**config.mk**
```make
export PLATFORM = sky130hd
export DESIGN_NAME = psts_div
export DESIGN_NICKNAME = d
export VERILOG_FILES = /design/src/design/assert_macros.svh /design/src/design/psts_pkg.sv /design/src/design/psts_div.sv
export SDC_FILE = /design/constraint.sdc
export NUM_CORES = 1
export LEC_CHECK = 0
export BUFFER_PORTS_ARGS = -buffer_cell sky130_fd_sc_hd__buf_2
export CORE_MARGIN = 2
export CORE_UTILIZATION = 50
export DETAILED_ROUTE_END_ITERATION = 8
export PLACE_DENSITY = 0.73
export SYNTH_ARGS = -nofsm -noshare
export SYNTH_HDL_FRONTEND = slang
export SYNTH_SLANG_ARGS = --single-unit
```
**constraint.sdc**
```tcl
create_clock -name i_clk -period 5.1 [get_ports i_clk]
set_input_delay 0.51 -clock i_clk [delete_from_list [all_inputs] [get_ports i_clk]]
set_output_delay 0.51 -clock i_clk [all_outputs]
set_load 0.02 [all_outputs]
```
**src/design/assert_macros.svh**
```systemverilog
// Assertion macros used by the top-level design file.
// Both macros expect a clock named i_clk and an active-low reset named i_rst_n.
`ifndef ASSERT_MACROS_SVH
`define ASSERT_MACROS_SVH
`ifndef SYNTHESIS
// The consequent is checked in the same cycle as the antecedent.
`define PSTS_ASSERT_IMP(lbl, ante, cons) \
    lbl: assert property (@(posedge i_clk) disable iff (!i_rst_n) (ante) |-> (cons)) \
        else $error("assertion failed");
// The consequent is checked in the cycle after the antecedent.
`define PSTS_ASSERT_NEXT(lbl, ante, cons) \
    lbl: assert property (@(posedge i_clk) disable iff (!i_rst_n) (ante) |=> (cons)) \
        else $error("assertion failed");
`else
`define PSTS_ASSERT_IMP(lbl, ante, cons)
`define PSTS_ASSERT_NEXT(lbl, ante, cons)
`endif
`endif

```
**src/design/psts_pkg.sv**
```systemverilog
package psts_pkg;

    // Command codes.
    localparam logic [1:0] CMD_LOAD   = 2'd0;
    localparam logic [1:0] CMD_UPDATE = 2'd1;
    localparam logic [1:0] CMD_DRAW   = 2'd2;

    // Register indexes.
    localparam logic [2:0] CFG_FIELD_W  = 3'd0;
    localparam logic [2:0] CFG_FIELD_H  = 3'd1;
    localparam logic [2:0] CFG_SCREEN_W = 3'd2;
    localparam logic [2:0] CFG_SCREEN_H = 3'd3;
    localparam logic [2:0] CFG_INTERP   = 3'd4;

    // Fixed widths and constants.
    localparam int POS_W = 20;
    localparam int OLD_W = 22;
    localparam int DIV_W = 21;
    localparam int CNT_W = 5;
    localparam logic [8:0]  FRAME_ONE  = 9'd256;
    localparam logic [12:0] SCREEN_MAX = 13'd4096;

    typedef struct packed {
        logic [1:0]         cmd;
        logic [7:0]         star;
        logic [19:0]        load_x;
        logic [19:0]        load_y;
        logic [7:0]         load_shade;
        logic signed [19:0] delta_x;
        logic signed [19:0] delta_y;
        logic [8:0]         frame;
    } t_in_item;

    typedef struct packed {
        logic [11:0] pixel_x;
        logic [11:0] pixel_y;
        logic [7:0]  intensity;
        logic        last;
    } t_out_item;

    // One table entry.
    typedef struct packed {
        logic [POS_W-1:0] pos_x;
        logic [POS_W-1:0] pos_y;
        logic [OLD_W-1:0] old_x;
        logic [OLD_W-1:0] old_y;
        logic [7:0]       shade;
    } t_star;

    typedef struct packed {
        logic             start;
        logic [DIV_W-1:0] dividend;
        logic [POS_W-1:0] divisor;
    } t_div_req;

    typedef struct packed {
        logic             done;
        logic [POS_W-1:0] rem;
    } t_div_rsp;

    typedef enum logic [2:0] {
        S_IDLE,
        S_MOVE,
        S_DIV,
        S_FIX,
        S_WRITE,
        S_BLEND,
        S_PREP,
        S_EMIT
    } t_state;

endpackage

```
**src/design/psts_div.sv**
```systemverilog
module psts_div
    import psts_pkg::*;
(
    input  logic     i_clk,
    input  logic     i_rst_n,
    input  t_div_req i_req,
    output t_div_rsp o_rsp
);

    logic             r_busy, n_busy;
    logic             r_done, n_done;
    logic [CNT_W-1:0] r_cnt, n_cnt;
    logic [POS_W-1:0] r_rem, n_rem;
    logic [DIV_W-1:0] r_dvd, n_dvd;
    logic [POS_W-1:0] r_dsr;
    logic [POS_W:0]   trial;
    logic             fits;

    // One restoring step: bring in the next dividend bit and subtract if it fits.
    assign trial = {r_rem, r_dvd[DIV_W-1]};
    assign fits  = trial >= {1'b0, r_dsr};

    always_comb begin
        n_busy = r_busy;
        n_done = 1'b0;
        n_cnt  = r_cnt;
        n_rem  = r_rem;
        n_dvd  = r_dvd;
        if (i_req.start) begin
            n_busy = 1'b1;
            n_cnt  = '0;
            n_rem  = '0;
            n_dvd  = i_req.dividend;
        end else if (r_busy) begin
            n_rem = fits ? POS_W'(trial - {1'b0, r_dsr}) : trial[POS_W-1:0];
            n_dvd = {r_dvd[DIV_W-2:0], 1'b0};
            n_cnt = r_cnt + 1'b1;
            if (r_cnt == CNT_W'(DIV_W - 1)) begin
                n_busy = 1'b0;
                n_done = 1'b1;
            end
        end
    end

    always_ff @(posedge i_clk) begin
        if (!i_rst_n) begin
            r_busy <= 1'b0;
            r_done <= 1'b0;
            r_cnt  <= '0;
        end else begin
            r_busy <= n_busy;
            r_done <= n_done;
            r_cnt  <= n_cnt;
        end
    end

    // Operands need no reset.
    always_ff @(posedge i_clk) begin
        r_rem <= n_rem;
        r_dvd <= n_dvd;
        if (i_req.start) begin
            r_dsr <= i_req.divisor;
        end
    end

    assign o_rsp.done = r_done;
    assign o_rsp.rem  = r_rem;

endmodule

```
==> out/summary.txt <==
Synth warnings: 0
Core Rows: 31
final hold viol count: 0
Post-Synth Simple-Gate Area: 11.6%
CTS resizes: 0
Crit Path Class: reg -> reg
Remaining Overflow, GRT: 0
dpl cells: 505
Post-synth EDFFs: 41
die height: 89.9 um
Pins Over Slew Limit: 0
area share of the largest cell type after synthesis: 33.4%
WL final: 7610 um
fin nets: 484
Synthesized Nets: 421
Sw Ratio: 28.6%
max cap viols: 0
Gate Count Post-Synth: 354
total CTS buffers: 9
worst hold path class: in -> reg
most frequent cells in the layout: 64 x buf_2, 41 x edfxtp_1, 31 x inv_1
antenna-violating nets left: 0
ys async rst share: 0%
area leader, netlist: edfxtp_1
R2R depth: 8
Final Cycle Share: 63.1%
Total GRT Usage: 19.4%
unrepaired setup endpoints after global routing: false
largest net degree at the start of global routing: 55
mux cell area share after synthesis: 8.41%
clk root buf: clkbuf_8
# IOs: 65
Leakage: 1.87 nW
Crit. End Element: flip-flop
Routed WL per cell: 14.6 um
I/O Buffers: 64
Synth Area per Inst: 10.4 sq um
share of cells above drive strength 1: 25.6%
post-synth cell types: 49
Switch Pwr: 355 uW
Worst-Skew Late Latency: 350 ps
hold_buf cts: 0
Post-CTS Setup Bufs: 0
CP required: 5360 ps
Seq/Total Area, Yosys: 48.0%
most common cell after layout, fill and taps aside: buf_2
largest family of logic cells by synthesized area: compound AO/OA/AOI/OAI gates
core footprint: 0.00721 sq mm
initial antenna violation count: 0
Die Span X: 89.9 um
Comb pwr share: 16.1%
worst-case clock buffer depth: 2
# DRC: 0
Max Fclk: 311 MHz
VDD IR max: 0.155 mV
Diodes inserted: 0
Mapped Area: 0.00369 sq mm
Worst-path clk slew: 80 ps
CP Data Arrival Time: 3480 ps
vias in the first global route: 2690
DIE AREA: 0.00808 sq mm
routability congestion estimate: 0.925
adder-cell share of the synthesized area: 8.00%
Rel. slew slack: 24.4%
Initial Utilization: 51.1%
via count: 2823
Synth Flop Type: edfxtp_1
CP Launch Type: flip-flop
min Tclk post-route: 3220 ps
Compound-Gate Fraction of Synth Area: 13.6%
Sink Count: 68
Hold Path Stages: 1
Worst-Margin Slew: 1130 ps
DRT Pass-1 Iters: 4
synth-to-layout area growth: 15.4%
fin cells: 521
Setup Total Neg Slack: 0 ps
Finish-stage setup viols: 0
Clock Skew: 8.25 ps
Synth Area in XOR/XNOR: 5.22%
CP Max Fanout: 28
first-iteration detailed-routing DRC count: 152
outcome: complete, no violations
DPL Wire Length: 5520 um
H-tree depth: 3
Via density: 5.42
CTS tree: built
Cell Int Power: 889 uW
flops & latches, synth: 68
Seq pwr share: 51.6%
clock share of power: 32.3%
first-pass GRT wire length: 12500 um
synth top area cells: edfxtp_1 33%, dfxtp_1 15%, ha_1 7.5%
Pwr per Cell Area: 292 mW/mm^2
path summary, 6_finish.rpt:
kind                          from               endpoint  slack (ps)
max reg2reg  r_rem[3]$_SDFFE_PP0P_  r_rem[0]$_SDFFE_PP0P_        1880
min                      i_req[14]    r_dsr[14]$_DFFE_PP_         330
max          r_rem[3]$_SDFFE_PP0P_  r_rem[0]$_SDFFE_PP0P_        1880
min reg2reg  r_rem[5]$_SDFFE_PP0P_  r_rem[5]$_SDFFE_PP0P_         510
synth_stat cells, types with 2 or more instances:
cell type,instances
xnor2_1,8
nand3_1,16
mux2i_1,7
clkbuf_1,8
a21oi_1,29
o211ai_1,3
nor3_1,4
nand2b_1,3
xor2_1,14
o21ai_1,6
a21o_1,2
a32oi_1,6
nor2b_1,2
dfxtp_1,27
nand4_1,3
o21ai_0,9
o21a_1,2
nand2_1,27
edfxtp_1,41
buf_2,4
ha_1,22
nand3b_1,5
inv_1,31
mux2_2,20
a31oi_1,4
a211oi_1,6
nor2_1,23
power by group through the flow:
stage	combinational (mW)	sequential [mW]	clock (mW)
after CTS	0.201	0.642	0.410
after floorplan	0.139	0.655	0
after global routing	0.224	0.646	0.432
after global placement	0.195	0.653	0
after detailed placement	0.200	0.655	0
final	0.201	0.642	0.401
sequential cells by signal, summed over array words and instances (netlist names):
name and cells:
r_dvd 21, r_dsr 20, r_rem 20, r_cnt 5, r_busy 1, r_done 1
stage by stage:
step / area [sq um] / util, % / hold WS [ps] / power [mW] / setup slack [ps]
3_3_place_gp: 4080 / 56.6 / 495 / 0.848 / 2090
4_1_cts: 4260 / 59.0 / 319 / 1.25 / 1940
3_5_place_dp: 4080 / 56.6 / 506 / 0.855 / 2010
5_1_grt: 4260 / 59.0 / 315 / 1.30 / 1660
2_1_floorplan: 3690 / - / 479 / 0.794 / 2680
6_report: 4260 / 59.0 / 328 / 1.24 / 1880
layer usage:
| layer | part of all wire, % | track usage (%) | up-vias |
|---|---|---|---|
| met3 | 4.8 | 5.45 | 14 |
| met4 | 1.8 | 7.31 | 0 |
| li1 | - | - | 1407 |
| met2 | 46 | 30.1 | 68 |
| met1 | 48 | 26.2 | 1334 |
| met5 | 0 | 0 | - |
final cells by class:
| type | instances | area [sq um] |
|---|---|---|
| clock buffer | 9 | 124 |
| clock inverter | 7 | 51.3 |
| fill | 640 | 2960 |
| inverter | 31 | 116 |
| multi-input combinational | 240 | 1730 |
| sequential | 68 | 1770 |
| tap | 99 | 124 |
| timing repair buffer | 67 | 343 |
cell families after synthesis:
| kind of cell | Yosys count |
|---|---|
| buffers and inverters | 46 |
| DFF | 68 |
| AOI/OAI and AO/OA | 78 |
| xor gates and xnor gates | 22 |
| muxes | 28 |
| adders and majority gates | 23 |
| and+or+nand+nor | 89 |
worst max-delay path: stages, from the launching register on:
cell      delay, ps
dfxtp_1         350
ha_1            380
a21oi_1         220
nand2_1          90
or2_1           280
a21oi_1         270
a31o_1          950
mux2_4          360
a211oi_2        220
(Power assumes the default switching activity.)
